===== src/rtl/update_receiver_crc_check_core_defines.svh =====
// ----------------------------------------------------------------------------
// update receiver crc check core - assertion macros
// shared property forms for the receive controller checks
// ----------------------------------------------------------------------------
`ifndef UPDATE_RECEIVER_CRC_CHECK_CORE_DEFINES_SVH
`define UPDATE_RECEIVER_CRC_CHECK_CORE_DEFINES_SVH

// same-cycle implication, checked out of reset
`define URCC_ASSERT_NOW(lbl, clk, rst_n, ante, cons, msg) \
    lbl: assert property (@(posedge clk) disable iff (!rst_n) (ante) |-> (cons)) \
        else $error(msg);

// next-cycle implication, checked out of reset
`define URCC_ASSERT_NEXT(lbl, clk, rst_n, ante, cons, msg) \
    lbl: assert property (@(posedge clk) disable iff (!rst_n) (ante) |=> (cons)) \
        else $error(msg);

`endif


===== src/rtl/urcc_pkg.sv =====
`timescale 1ns / 1ps
// ----------------------------------------------------------------------------
// urcc_pkg
// types, codes and crc-32 matrix for the update receiver crc check core
// ----------------------------------------------------------------------------
package urcc_pkg;

    localparam logic [31:0] CRC_POLY = 32'h04C1_1DB7;
    localparam logic [31:0] CRC_SEED = 32'hFFFF_FFFF;

    typedef enum logic [1:0] {
        CMD_START = 2'd0,
        CMD_DATA  = 2'd1,
        CMD_END   = 2'd2
    } t_cmd;

    typedef enum logic [1:0] {
        PH_IDLE      = 2'd0,
        PH_STARTING  = 2'd1,
        PH_RECEIVING = 2'd2,
        PH_DONE      = 2'd3
    } t_phase;

    typedef enum logic [1:0] {
        ST_OK       = 2'd0,
        ST_IGNORED  = 2'd1,
        ST_FLASH    = 2'd2,
        ST_MISMATCH = 2'd3
    } t_status;

    typedef enum logic [2:0] {
        KIND_START     = 3'd0,
        KIND_DATA_FULL = 3'd1,
        KIND_DATA_PART = 3'd2,
        KIND_END       = 3'd3,
        KIND_NONE      = 3'd4
    } t_kind;

    // classified item between front and back
    typedef struct packed {
        t_kind       kind;
        logic        flash_ok;
        logic [31:0] payload;   // expected crc on start, folded word on full data
        logic [2:0]  inc;       // byte increment on data (4 on full data)
    } t_entry;

    typedef logic [31:0][31:0] t_crc_cols;

    // image of each single-bit vector under 32 msb-first shift steps
    function automatic t_crc_cols crc_cols();
        t_crc_cols   cols;
        logic [31:0] v;
        for (int j = 0; j < 32; j++) begin
            v = 32'h1 << j;
            for (int b = 0; b < 32; b++) begin
                v = v[31] ? ((v << 1) ^ CRC_POLY) : (v << 1);
            end
            cols[j] = v;
        end
        return cols;
    endfunction

    localparam t_crc_cols CRC_COLS = crc_cols();

    // linear crc fold as a flat xor network
    function automatic logic [31:0] crc_mul(input logic [31:0] v);
        logic [31:0] r;
        r = '0;
        for (int j = 0; j < 32; j++) begin
            if (v[j]) begin
                r = r ^ CRC_COLS[j];
            end
        end
        return r;
    endfunction

endpackage


===== src/rtl/urcc_front.sv =====
`timescale 1ns / 1ps
// ----------------------------------------------------------------------------
// urcc_front
// accepts input items, decodes command and pre-folds the data word
// ----------------------------------------------------------------------------
module urcc_front (
    input  logic                  i_clk,
    input  logic                  i_rst_n,
    input  logic                  i_valid,
    output logic                  o_ready,
    input  logic [1:0]            i_command,
    input  logic [31:0]           i_data_word,
    input  logic [2:0]            i_byte_count,
    input  logic [31:0]           i_expected_crc,
    input  logic                  i_flash_ok,
    output logic                  o_valid,
    input  logic                  i_ready,
    output urcc_pkg::t_entry      o_entry
);

    logic             r_valid;
    urcc_pkg::t_entry r_entry;
    urcc_pkg::t_entry n_entry;
    logic             w_take;
    logic             w_push;

    assign o_ready = !r_valid || i_ready;
    assign w_take  = i_valid && o_ready;
    assign w_push  = r_valid && i_ready;
    assign o_valid = r_valid;
    assign o_entry = r_entry;

    always_comb begin
        n_entry          = '0;
        n_entry.flash_ok = i_flash_ok;
        n_entry.kind     = urcc_pkg::KIND_NONE;
        unique case (urcc_pkg::t_cmd'(i_command))
            urcc_pkg::CMD_START: begin
                n_entry.kind    = urcc_pkg::KIND_START;
                n_entry.payload = i_expected_crc;
            end
            urcc_pkg::CMD_DATA: begin
                if (i_byte_count >= 3'd4) begin
                    n_entry.kind    = urcc_pkg::KIND_DATA_FULL;
                    n_entry.payload = urcc_pkg::crc_mul(i_data_word);
                    n_entry.inc     = 3'd4;
                end else begin
                    n_entry.kind = urcc_pkg::KIND_DATA_PART;
                    n_entry.inc  = i_byte_count;
                end
            end
            urcc_pkg::CMD_END: begin
                n_entry.kind = urcc_pkg::KIND_END;
            end
            default: begin
                n_entry.kind = urcc_pkg::KIND_NONE;
            end
        endcase
    end

    always_ff @(posedge i_clk) begin
        if (!i_rst_n) begin
            r_valid <= 1'b0;
        end else if (w_take) begin
            r_valid <= 1'b1;
        end else if (w_push) begin
            r_valid <= 1'b0;
        end
    end

    always_ff @(posedge i_clk) begin
        if (w_take) begin
            r_entry <= n_entry;
        end
    end

endmodule


===== src/rtl/urcc_queue.sv =====
`timescale 1ns / 1ps
// ----------------------------------------------------------------------------
// urcc_queue
// two-entry queue of classified items between front and back
// ----------------------------------------------------------------------------
module urcc_queue (
    input  logic             i_clk,
    input  logic             i_rst_n,
    input  logic             i_valid,
    output logic             o_ready,
    input  urcc_pkg::t_entry i_entry,
    output logic             o_valid,
    input  logic             i_ready,
    output urcc_pkg::t_entry o_entry
);

    logic [1:0]       r_count;
    logic [1:0]       n_count;
    urcc_pkg::t_entry r_q0;
    urcc_pkg::t_entry r_q1;
    logic             w_push;
    logic             w_pop;

    assign o_ready = (r_count != 2'd2);
    assign o_valid = (r_count != 2'd0);
    assign o_entry = r_q0;
    assign w_push  = i_valid && o_ready;
    assign w_pop   = o_valid && i_ready;

    always_comb begin
        n_count = r_count;
        if (w_push && !w_pop) begin
            n_count = r_count + 2'd1;
        end else if (w_pop && !w_push) begin
            n_count = r_count - 2'd1;
        end
    end

    always_ff @(posedge i_clk) begin
        if (!i_rst_n) begin
            r_count <= 2'd0;
        end else begin
            r_count <= n_count;
        end
    end

    always_ff @(posedge i_clk) begin
        if (w_pop) begin
            if (w_push && (r_count == 2'd1)) begin
                r_q0 <= i_entry;
            end else begin
                r_q0 <= r_q1;
            end
            if (w_push && (r_count == 2'd2)) begin
                r_q1 <= i_entry;
            end
        end else if (w_push) begin
            if (r_count == 2'd0) begin
                r_q0 <= i_entry;
            end else begin
                r_q1 <= i_entry;
            end
        end
    end

endmodule


===== src/rtl/urcc_back.sv =====
`timescale 1ns / 1ps
// ----------------------------------------------------------------------------
// urcc_back
// transfer state, running crc update and registered result item
// ----------------------------------------------------------------------------
module urcc_back (
    input  logic                 i_clk,
    input  logic                 i_rst_n,
    input  logic                 i_valid,
    output logic                 o_ready,
    input  urcc_pkg::t_entry     i_entry,
    output logic                 o_m_valid,
    input  logic                 i_m_ready,
    output logic [71:0]          o_m_data
);

    urcc_pkg::t_phase  r_phase;
    urcc_pkg::t_phase  n_phase;
    logic [31:0]       r_crc;
    logic [31:0]       n_crc;
    logic [31:0]       r_total;
    logic [31:0]       n_total;
    logic [31:0]       r_expected;
    logic [31:0]       n_expected;
    urcc_pkg::t_status w_status;
    logic              w_reset_req;
    logic              w_pop;
    logic              w_receiving;
    logic              w_match;
    logic              r_m_valid;
    logic [71:0]       r_m_data;

    assign o_ready     = !r_m_valid || i_m_ready;
    assign w_pop       = i_valid && o_ready;
    assign w_receiving = (r_phase == urcc_pkg::PH_RECEIVING);
    assign w_match     = (r_crc == r_expected);
    assign o_m_valid   = r_m_valid;
    assign o_m_data    = r_m_data;

    // next phase
    always_comb begin
        n_phase = r_phase;
        if (w_pop) begin
            unique case (i_entry.kind)
                urcc_pkg::KIND_START: begin
                    n_phase = i_entry.flash_ok ? urcc_pkg::PH_RECEIVING
                                               : urcc_pkg::PH_STARTING;
                end
                urcc_pkg::KIND_END: begin
                    if (w_receiving) begin
                        n_phase = w_match ? urcc_pkg::PH_DONE : urcc_pkg::PH_IDLE;
                    end
                end
                default: begin
                    n_phase = r_phase;
                end
            endcase
        end
    end

    // datapath and result fields
    always_comb begin
        n_crc       = r_crc;
        n_total     = r_total;
        n_expected  = r_expected;
        w_status    = urcc_pkg::ST_OK;
        w_reset_req = 1'b0;
        unique case (i_entry.kind)
            urcc_pkg::KIND_START: begin
                n_expected = i_entry.payload;
                n_crc      = urcc_pkg::CRC_SEED;
                n_total    = '0;
                if (!i_entry.flash_ok) begin
                    w_status = urcc_pkg::ST_FLASH;
                end
            end
            urcc_pkg::KIND_DATA_FULL, urcc_pkg::KIND_DATA_PART: begin
                if (!w_receiving) begin
                    w_status = urcc_pkg::ST_IGNORED;
                end else if (!i_entry.flash_ok) begin
                    w_status = urcc_pkg::ST_FLASH;
                end else begin
                    n_total = r_total + {29'd0, i_entry.inc};
                    if (i_entry.kind == urcc_pkg::KIND_DATA_FULL) begin
                        n_crc = urcc_pkg::crc_mul(r_crc) ^ i_entry.payload;
                    end
                end
            end
            urcc_pkg::KIND_END: begin
                if (!w_receiving) begin
                    w_status = urcc_pkg::ST_IGNORED;
                end else if (w_match) begin
                    w_reset_req = 1'b1;
                end else begin
                    w_status = urcc_pkg::ST_MISMATCH;
                end
            end
            default: begin
                w_status = urcc_pkg::ST_IGNORED;
            end
        endcase
    end

    always_ff @(posedge i_clk) begin
        if (!i_rst_n) begin
            r_phase    <= urcc_pkg::PH_IDLE;
            r_crc      <= urcc_pkg::CRC_SEED;
            r_total    <= '0;
            r_expected <= '0;
            r_m_valid  <= 1'b0;
        end else begin
            if (w_pop) begin
                r_phase    <= n_phase;
                r_crc      <= n_crc;
                r_total    <= n_total;
                r_expected <= n_expected;
                r_m_valid  <= 1'b1;
            end else if (i_m_ready) begin
                r_m_valid  <= 1'b0;
            end
        end
    end

    always_ff @(posedge i_clk) begin
        if (w_pop) begin
            r_m_data <= {3'd0, w_reset_req, w_status, n_total, n_crc, n_phase};
        end
    end

endmodule


===== src/rtl/update_receiver_crc_check_core.sv =====
`timescale 1ns / 1ps
// ----------------------------------------------------------------------------
// update_receiver_crc_check_core
// firmware image receive controller with word-wise crc-32 verification
// ----------------------------------------------------------------------------
// one result item per input item, sustained one item per clock while the
// result side accepts; an item's result is offered after it has passed the
// front register, the queue and the result register. the rate is set by
// the back stage, which folds a full word into the running crc (poly
// 04c11db7, msb first, seed all ones) through a flat xor network; the
// word-only half of that network sits in the front stage. a two-entry
// queue lets the input keep flowing while the result side stalls, until
// the queue fills.
module update_receiver_crc_check_core (
    input  logic        i_clk,
    input  logic        i_rst_n,
    input  logic        s_axis_tvalid,
    output logic        s_axis_tready,
    // data_word, byte_count, expected_crc, flash_ok, zero pad
    input  logic [71:0] s_axis_tdata,
    // command
    input  logic [1:0]  s_axis_tuser,
    output logic        m_axis_tvalid,
    input  logic        m_axis_tready,
    // phase, crc_value, received_bytes, status, reset_request, zero pad
    output logic [71:0] m_axis_tdata
);

`include "update_receiver_crc_check_core_defines.svh"

    logic             w_f_valid;
    logic             w_f_ready;
    urcc_pkg::t_entry w_f_entry;
    logic             w_q_valid;
    logic             w_q_ready;
    urcc_pkg::t_entry w_q_entry;
    logic             w_res_req;
    logic             w_res_done_ok;
    logic             w_res_mismatch;
    logic             w_res_idle;
    logic             w_q_pop;

    urcc_front u_front (
        .i_clk          (i_clk),
        .i_rst_n        (i_rst_n),
        .i_valid        (s_axis_tvalid),
        .o_ready        (s_axis_tready),
        .i_command      (s_axis_tuser),
        .i_data_word    (s_axis_tdata[31:0]),
        .i_byte_count   (s_axis_tdata[34:32]),
        .i_expected_crc (s_axis_tdata[66:35]),
        .i_flash_ok     (s_axis_tdata[67]),
        .o_valid        (w_f_valid),
        .i_ready        (w_f_ready),
        .o_entry        (w_f_entry)
    );

    urcc_queue u_queue (
        .i_clk   (i_clk),
        .i_rst_n (i_rst_n),
        .i_valid (w_f_valid),
        .o_ready (w_f_ready),
        .i_entry (w_f_entry),
        .o_valid (w_q_valid),
        .i_ready (w_q_ready),
        .o_entry (w_q_entry)
    );

    urcc_back u_back (
        .i_clk     (i_clk),
        .i_rst_n   (i_rst_n),
        .i_valid   (w_q_valid),
        .o_ready   (w_q_ready),
        .i_entry   (w_q_entry),
        .o_m_valid (m_axis_tvalid),
        .i_m_ready (m_axis_tready),
        .o_m_data  (m_axis_tdata)
    );

    assign w_res_req      = m_axis_tvalid && m_axis_tdata[68];
    assign w_res_done_ok  = (m_axis_tdata[1:0] == urcc_pkg::PH_DONE)
                         && (m_axis_tdata[67:66] == urcc_pkg::ST_OK);
    assign w_res_mismatch = m_axis_tvalid && (m_axis_tdata[67:66] == urcc_pkg::ST_MISMATCH);
    assign w_res_idle     = (m_axis_tdata[1:0] == urcc_pkg::PH_IDLE);
    assign w_q_pop        = w_q_valid && w_q_ready && !m_axis_tvalid;

    `URCC_ASSERT_NOW(a_reset_req_done, i_clk, i_rst_n, w_res_req, w_res_done_ok, "stray reset request")
    `URCC_ASSERT_NOW(a_mismatch_idle, i_clk, i_rst_n, w_res_mismatch, w_res_idle, "mismatch not idle")
    `URCC_ASSERT_NEXT(a_queue_drain, i_clk, i_rst_n, w_q_pop, m_axis_tvalid, "queued item lost")

endmodule

===== config.mk =====
export PLATFORM = sky130hd
export DESIGN_NAME = update_receiver_crc_check_core
export DESIGN_NICKNAME = d
export VERILOG_FILES = /design/src/rtl/urcc_pkg.sv /design/src/rtl/urcc_front.sv /design/src/rtl/urcc_queue.sv /design/src/rtl/urcc_back.sv /design/src/rtl/update_receiver_crc_check_core.sv
export VERILOG_INCLUDE_DIRS = /design/src /design/src/rtl
export SDC_FILE = /design/constraint.sdc
export NUM_CORES = 1
export LEC_CHECK = 0
export BUFFER_PORTS_ARGS = -buffer_cell sky130_fd_sc_hd__buf_2
export CORE_MARGIN = 5
export CORE_UTILIZATION = 60
export CTS_CLUSTER_SIZE = 30
export DETAILED_ROUTE_END_ITERATION = 16
export GPL_ROUTABILITY_DRIVEN = 0
export PLACE_DENSITY = 0.78
export SLEW_MARGIN = 5
export SYNTH_ARGS = -nofsm -noshare
export SYNTH_HDL_FRONTEND = slang
export SYNTH_SLANG_ARGS = --single-unit

===== constraint.sdc =====
create_clock -name i_clk -period 6.7 [get_ports i_clk]
set_input_delay 1.34 -clock i_clk [delete_from_list [all_inputs] [get_ports i_clk]]
set_output_delay 1.34 -clock i_clk [all_outputs]
set_load 0.005 [all_outputs]

==> results of run 1 <==
-- cell usage after synthesis (4+ instances only) --
cell        n  share of area, %
a21o_1      4              0.18
and2_1      7              0.27
buf_1       4             0.091
and3_1      4              0.15
mux2_2     39               2.7
nor2_1     77               1.8
edfxtp_1  186                34
inv_1       7              0.16
xnor3_1     9               1.2
nand4_1    13              0.49
ha_1        8              0.61
buf_2      25              0.76
dfxtp_1   102                12
or3_1      18              0.68
o21ai_0    32              0.97
nand2b_1   11              0.42
xnor2_1   405                22
a22o_1      8              0.43
and4_1      5              0.27
a21oi_1    98               3.0
clkbuf_1   86               2.0
nor2b_1    10              0.38
xor2_1    114               6.1
o31ai_1     8              0.37
a21bo_2     4              0.24
nand2_1   120               2.7
nand3_1    27              0.82
nor3_1     10              0.30
a31oi_1     5              0.19
o22a_1     40               2.1
-- critical path, stage by stage --
cell      delay (ns)
buf_2           0.09
nand2b_1        0.17
nand2b_1        0.09
buf_4           0.45
clkinv_2        0.80
nand2_1         1.16
nand2_1         0.16
a21oi_1         0.19
-- layout make-up --
cell class | count | area share (%)
Timing Repair Buffer | 153 | 4.34
Sequential cell | 288 | 42.0
Tap cell | 341 | 2.35
Multi-Input combinational cell | 1119 | 45.8
Clock inverter | 17 | 1.18
Clock buffer | 35 | 4.12
Inverter | 9 | 0.193
-- worst paths after layout --
path | start | end | slack, ns | depth (start not counted)
setup / recovery | m_axis_tready | u_back.r_expected[4] | 2.66 | 8
hold / removal | u_front.o_entry[11] | u_queue.r_q1[11] | 0.45 | 0
setup reg to reg | u_queue.r_count[0] | u_back.r_expected[4] | 3.02 | 8
hold reg to reg | u_front.o_entry[11] | u_queue.r_q1[11] | 0.45 | 0
-- routing by layer --
| layer | routed length, µm | vias up |
|---|---|---|
| li1 | - | 5331 |
| met1 | 15400 | 5200 |
| met2 | 17500 | 441 |
| met3 | 2560 | 104 |
| met4 | 1350 | 0 |
| met5 | 0 | - |
-- sequential cells by signal, summed over array words and instances (netlist names) --
signal	cells
u_back.o_m_data	69
u_front.o_entry	39
u_queue.o_entry	39
u_queue.r_q1	39
u_back.r_crc	32
u_back.r_expected	32
u_back.r_total	32
u_back.r_phase	2
u_queue.r_count	2
u_back.o_m_valid	1
u_front.o_valid	1
-- per-stage QoR --
| step | hold slack (ns) | cells |
|---|---|---|
| floorplan | 0.422 | 1537 |
| global placement | 0.435 | 1910 |
| detailed placement | 0.436 | 1910 |
| CTS | 0.451 | 1962 |
| global route | 0.458 | 1962 |
| finish | 0.447 | 1962 |
-- power by group through the flow --
stage,combinational (mW),clock [mW],sequential (mW)
3_5_place_dp,3.02,0,2.71
2_1_floorplan,2.44,0,2.57
5_1_grt,3.27,1.72,2.70
3_3_place_gp,2.96,0,2.69
6_report,3.03,1.62,2.67
4_1_cts,3.03,1.65,2.67
-- logic make-up after synthesis --
| logic type | after synthesis |
|---|---|
| muxes | 40 |
| DFF | 288 |
| other | 1 |
| xor gates and xnor gates | 530 |
| AOI/OAI and AO/OA | 214 |
| buffers and inverters | 130 |
| and+or+nand+nor | 321 |
| adders and majority gates | 11 |
-- layout by cell type, fill, tap and decap left out, types with 18 or more instances in the layout --
cell type,synthesis,routed
o21ai_0,32,32
nand3_1,27,27
a21oi_1,98,97
clkbuf_16,0,29
xnor2_1,405,405
o22a_1,40,40
xor2_1,114,114
nand2_1,120,120
or3_1,18,18
mux2_2,39,39
dfxtp_1,102,102
edfxtp_1,186,186
buf_2,25,144
nor2_1,77,75
==> results_dict.tcl, run 1 <==
set metrics [dict create \
    via_count 11100 \
    synth_edf_count 186 \
    synthAdderAreaFrac_pct 0.852 \
    setup_viol_count_final 0 \
    synth-async-reset-ratio_pct 0 \
    core_area_mm2 0.0270 \
    switchingPower_mw 2.60 \
    met3_usage_pct 3.27 \
    post-route-drc-count 0 \
    finalCritPeriodShare_pct 60.2 \
    placed_area_mm2 0.0172 \
    synthSimpleGateAreaFrac_pct 9.40 \
    power_frac_clock_pct 22.1 \
    viasPerCell 5.65 \
    final.fill_count 1998 \
    min_path_type "reg2reg" \
    synthMuxAreaShare_pct 2.73 \
    crit_path_end_kind "flip-flop" \
    n_antenna_cell 0 \
    ys_ff_latch 288 \
    cp.arrival_ns 4.51 \
    pwr-share-comb_pct 41.4 \
    hpwl_um 27100 \
    die_y_um 176 \
    cts_setup_buffers 0 \
    syn_area_mm2 0.0165 \
    skew_ns 0.0178 \
    synth_xor_area_share_pct 29.1 \
    grt_max_degree 55 \
    report.power.total_mw 7.32 \
    grt.total_usage_pct 23.4 \
    synth_top_family_by_area "XOR/XNOR gates" \
    ctsRootBufferMaster "clkbuf_16" \
    worstPathRequired_ns 7.17 \
    critPathLaunchType "input port" \
    leakage_nw 6.16 \
    fin_ws_ns 2.66 \
    portBuffers 144 \
    clk_pin_slew_ns 0.07 \
    postSynthAreaPerCell_um2 10.7 \
    grt-busiest-layer "met2" \
    seqPwrFrac_pct 36.5 \
    switching_share_pct 35.6 \
    grt_use_met1_pct 31.6 \
    outcome "complete, no violations" \
    max_freq_ghz 0.248 \
    firstDrtPassIters 5 \
    grt_pass1_wl_um 58500 \
    die_area_mm2 0.0308 \
    synth_compound_area_share_pct 8.25 \
    cts_hold_buf 0 \
    hold_viol_final 0 \
    numCtsBuffers 28 \
    design_area_mm2 0.0182 \
    clock_latency_ns 0.55 \
    nets 1686 \
    slew_violations 0 \
    yosysWarnings 0 \
    synth_seq_area_share_pct 46.4 \
    rsz0062_at_grt "no" \
    grt_overflow 0 \
    slew_headroom_pct 19.5 \
    clock_sinks 288 \
    area_growth_pct 10.4 \
    wire_per_inst_um 18.7 \
    worst-slew-pin-transition_ns 1.20 \
    tns_ns 0 \
    crit_type "in2reg" \
    boundaryPins 152 \
    yosysUniqueCellTypes 66 \
    final_util_pct 67.4 \
    postRouteAntennaNets 0 \
    cts_tree "yes" \
    drtIter0Drc 856 \
    cp_max_fo 54 \
    synth-main-ff-cell "edfxtp_1" \
    clk_path_buf_depth 3 \
    grt_antenna_before_repair 0 \
    cts_max_level 1 \
    die_w_um 176 \
    multiInputGateArea_mm2 0.00832 \
    start_util_pct 61.0 \
    totalWireLength_um 36700 \
    max-cap-violations 0 \
    met2_usage_pct 38.8 \
    syn-instance-count 1535 \
    drive_gt1_share_pct 15.8 \
    p_int_mw 4.71 \
    place_ws_ns 2.10 \
    finalCriticalPeriod_ns 4.04 \
    ir_drop_mv 0.216 \
    fp-row-count 60 \
    p_per_area_mw_per_mm2 403 \
    grt_pass1_vias 11000 \
    cts_resized 0 \
    seq_area_mm2 0.00763 \
]
(Power assumes the default switching activity.)
==> inputs of run 2 (changes only) <==
- clock period: 6.7 -> 3.75 ns (I/O delays scaled with it)
==> results_dict.tcl, run 2 (same netlist as run 1, synthesis figures left out) <==
set metrics [dict create \
    multiInputGateArea_mm2 0.00833 \
    skew_ns 0.0187 \
    outcome "complete, no violations" \
    largest_reg_flops 69 \
    max-cap-violations 0 \
    grt.total_usage_pct 23.5 \
    grt_pass1_vias 10900 \
    crit_start "u_queue.o_entry[36]" \
    start_util_pct 61.0 \
    grt_max_degree 44 \
    cp_max_fo 13 \
    numCtsBuffers 28 \
    worst-slew-pin-transition_ns 0.813 \
    hold_path_depth 1 \
    critPathLaunchType "flip-flop" \
    grt_pass1_wl_um 58400 \
    p_per_area_mw_per_mm2 716 \
    endpoint "u_back.r_total[19]" \
    min_path_type "in2reg" \
    nets 1696 \
    ir_drop_mv 0.531 \
    max_freq_ghz 0.364 \
    cts_tree "yes" \
    viasPerCell 5.64 \
    slew_headroom_pct 45.6 \
    slew_violations 0 \
    setup_viol_count_final 0 \
    hpwl_um 27300 \
    wire_per_inst_um 18.6 \
    post-route-drc-count 0 \
    worstPathRequired_ns 4.22 \
    crit_type "reg2reg" \
    finalCritPeriodShare_pct 73.3 \
    final.fill_count 1995 \
    seq_area_mm2 0.00763 \
    cts_resized 0 \
    cts_hold_buf 0 \
    boundaryPins 152 \
    final_common_cell "xnor2_1" \
    postRouteAntennaNets 0 \
    n_antenna_cell 0 \
    cts_setup_buffers 0 \
    finalCriticalPeriod_ns 2.75 \
    r2r-start "u_queue.o_entry[36]" \
    clk_pin_slew_ns 0.06 \
    clk_path_buf_depth 3 \
    clock_sinks 288 \
    cts_max_level 1 \
    ctsRootBufferMaster "clkbuf_16" \
    rsz0062_at_grt "no" \
    reg2reg_to "u_back.r_total[19]" \
    hold_viol_final 0 \
    core_area_mm2 0.0270 \
    totalWireLength_um 36600 \
    firstDrtPassIters 5 \
    via_count 11100 \
    grt_antenna_before_repair 0 \
    cp.arrival_ns 3.22 \
    area_growth_pct 10.8 \
    holdWs_ns 0.388 \
    die_y_um 176 \
    final_cell_mix "xnor2_1, edfxtp_1, buf_2" \
    drive_gt1_share_pct 16.2 \
    fp-row-count 60 \
    die_w_um 176 \
    r2r_slack_ns 1.00 \
    clock_latency_ns 0.55 \
    drtIter0Drc 1012 \
    die_area_mm2 0.0308 \
    worst_r2r_path_depth 6 \
    grt_overflow 0 \
    portBuffers 144 \
    crit_path_end_kind "flip-flop" \
    tns_ns 0 \
    leakage_nw 6.22 \
]
-- run 2: cell type report --
cell class,instances,share of cell area [%]
sequential,288,41.8
tap,341,2.34
multi-input combinational,1119,45.7
clock buffer,38,4.40
clock inverter,14,0.734
timing repair buffer,163,4.81
inverter,9,0.192
-- run 2: stage by stage --
stage | setup slack, ns | cells | total power, mW | cell area, µm² | util [%]
finish | 1.00 | 1972 | 13.1 | 18200 | 67.6
global route | 0.764 | 1972 | 13.7 | 18200 | 67.6
CTS | 1.06 | 1972 | 13.1 | 18200 | 67.6
detailed placement | 0.838 | 1920 | 10.3 | 17300 | 64.2
global placement | 0.892 | 1920 | 10.2 | 17300 | 64.2
floorplan | 0.514 | 1537 | 8.95 | 16500 | -
-- run 2: layer usage --
metal / global-route usage, % / vias to the layer above / routed length [µm]
li1: - / 5346 / -
met1: 32.2 / 5266 / 15400
met2: 38.5 / 419 / 17300
met3: 3.10 / 93 / 2510
met4: 9.29 / 0 / 1450
met5: 0 / - / 0
-- run 2: critical path, stage by stage (launching register included) --
cell	delay (ns)
edfxtp_1	0.59
a21oi_1	0.44
nand3_1	0.29
nor3_2	0.53
nand3_1	0.24
or4_1	0.49
o21ai_0	0.09
-- run 2: report_power, final --
part / leakage [nW] / switching, mW / internal (mW)
registers: 2.54 / 0.500 / 4.25
clock network: 0.463 / 1.16 / 1.64
logic: 3.21 / 3.00 / 2.50
-- run 2: how the worst min path moves through the flow --
stage / to / start / slack, ns
final: u_front.o_entry[35] / s_axis_tdata[67] / 0.39
after global placement: u_queue.r_q1[32] / u_front.o_entry[32] / 0.43
after global routing: u_front.o_entry[35] / s_axis_tdata[67] / 0.37
after CTS: u_front.o_entry[35] / s_axis_tdata[67] / 0.37
after floorplan: u_queue.r_q1[0] / u_front.o_entry[0] / 0.42
after detailed placement: u_queue.r_q1[6] / u_front.o_entry[6] / 0.44
==> inputs of run 3 (changes only) <==
- CORE_UTILIZATION: 60 -> 55
- PLACE_DENSITY: 0.78 -> 0.76
- clock period: 3.75 -> 2.47 ns (I/O delays scaled with it)
==> results_dict.tcl, run 3 (same netlist as run 1, synthesis figures left out) <==
set metrics [dict create \
    totalWireLength_um 38200 \
    critPathLaunchType "flip-flop" \
    viasPerCell 5.43 \
    rsz0062_at_grt "yes" \
    nets 1776 \
    crit_chain "ha_1 > a21o_1 > a21oi_1 > nor4_4 > buf_4 > nand4_1 > or3_1 > a31oi_1" \
    die_area_mm2 0.0335 \
    cts_hold_buf 0 \
    placedCellCount 2046 \
    cp_max_fo 7 \
    grt.total_usage_pct 22.4 \
    skew_ns 0.0163 \
    min_path_type "in2reg" \
    boundaryPins 152 \
    slew_violations 0 \
    via_count 11400 \
    cts_max_level 1 \
    slowest_delay_ns 0.42 \
    portBuffers 144 \
    slew_headroom_pct 16.9 \
    core_area_mm2 0.0296 \
    leakage_nw 6.65 \
    worstPathRequired_ns 2.94 \
    grt_pass1_vias 11500 \
    outcome "complete, no violations" \
    die_y_um 183 \
    r2r-start "u_queue.o_entry[1]" \
    post-route-drc-count 0 \
    grt_pass1_wl_um 60800 \
    clk_pin_slew_ns 0.06 \
    clk_path_buf_depth 3 \
    setup_viol_count_final 0 \
    finalCritPeriodShare_pct 96.3 \
    hold_viol_final 0 \
    crit_path_end_kind "flip-flop" \
    area_growth_pct 15.6 \
    final.fill_count 2327 \
    postRouteAntennaNets 0 \
    p_per_area_mw_per_mm2 1070 \
    drtIter0Drc 872 \
    grt_antenna_before_repair 0 \
    fp-row-count 63 \
    cpMaxStageDelayCell "edfxtp_1" \
    die_w_um 183 \
    firstDrtPassIters 5 \
    finalCriticalPeriod_ns 2.38 \
    grt_max_degree 50 \
    start_util_pct 55.7 \
    crit_type "reg2reg" \
    stdcell_count 2102 \
    grt_overflow 0 \
    worst-slew-pin-transition_ns 1.24 \
    max-cap-violations 0 \
    n_antenna_cell 0 \
    clock_latency_ns 0.55 \
    wire_per_inst_um 18.2 \
    cp.arrival_ns 2.85 \
    drive_gt1_share_pct 20.8 \
    worstHoldStart "s_axis_tdata[67]" \
    crit_start "u_queue.o_entry[1]" \
    final_cell_mix "xnor2_1, edfxtp_1, buf_2" \
    hpwl_um 29200 \
    final_common_cell "xnor2_1" \
    ctsRootBufferMaster "clkbuf_16" \
    final_util_pct 64.4 \
    ir_drop_mv 0.670 \
    max_freq_ghz 0.420 \
    cts_tree "yes" \
    largest_reg_flops 69 \
    clock_sinks 288 \
    numCtsBuffers 29 \
]
-- run 3: cell types whose count changed in the layout (fill, tap and decap cells not counted), moves of 2 or more --
cell and delta:
inv_2 +2, xnor2_1 -2, dfxtp_1 -2, dfxtp_2 +2
xnor2_2 +2, clkbuf_8 +6, buf_12 +4, nand2b_1 -2
clkbuf_16 -2, inv_1 -2, buf_4 +75, nand2b_4 +2
ha_4 +2, ha_1 -2
-- run 3: stage by stage --
| stage | hold WS (ns) | setup TNS [ns] | instance area (µm²) | worst slack, ns | total power, mW |
|---|---|---|---|---|---|
| after floorplan | 0.422 | -6.54 | 16600 | -0.168 | 13.7 |
| after global placement | 0.436 | 0 | 18000 | 0.109 | 15.9 |
| after detailed placement | 0.433 | 0 | 18000 | 0.0777 | 16.1 |
| after CTS | 0.124 | 0 | 19000 | 0.0645 | 20.5 |
| after global routing | 0.125 | -0.00962 | 19000 | -0.00962 | 21.4 |
| final | 0.141 | 0 | 19000 | 0.0915 | 20.4 |
-- run 3: power breakdown --
| group | total (mW) | leakage (nW) | internal (mW) | switching [mW] |
|---|---|---|---|---|
| registers | 7.08 | 2.54 | 6.45 | 0.624 |
| logic | 9.01 | 3.64 | 4.18 | 4.82 |
| clock network | 4.28 | 0.468 | 2.55 | 1.74 |
| total | 20.4 | 6.65 | 13.2 | 7.18 |
-- run 3: repair_timing --
item / 4_1_cts / 5_1_grt
buffers inserted: 0 / 2
resized for setup: 0 / 6
endpoints found under the hold margin: 0 / 0
endpoints found under the setup margin: 0 / 8
-- run 3: worst max-delay path, delay by kind of cell, from the launching register on --
family	cells	cell delay [ns]
and+or+nand+nor	3	0.92
AOI/OAI and AO/OA	3	0.45
DFF	1	0.42
adders and majority gates	1	0.30
buffers and inverters	1	0.21
-- run 3: worst paths after layout --
path | end | slack [ns] | cells after the start
min reg2reg | u_queue.r_q1[22] | 0.44 | 0
min | u_front.o_entry[35] | 0.14 | 1
max reg2reg | u_back.r_total[23] | 0.09 | 8
max | u_back.r_total[23] | 0.09 | 8
-- run 3: final cells by class --
type / count / area (µm²) / share of cell area, %
Clock buffer: 43 / 838 / 4.41
Clock inverter: 11 / 106 / 0.559
Inverter: 9 / 35.0 / 0.184
Multi-Input combinational cell: 1119 / 8410 / 44.2
Sequential cell: 288 / 7630 / 40.1
Tap cell: 390 / 488 / 2.57
Timing Repair Buffer: 242 / 1520 / 7.99
-- run 3: per-layer routing --
metal,share of wire [%],vias up,global-route usage [%]
li1,-,5520,-
met1,42,5373,30.1
met2,47,423,37.9
met3,6.6,102,2.54
met4,4.2,0,8.19
met5,0,-,0
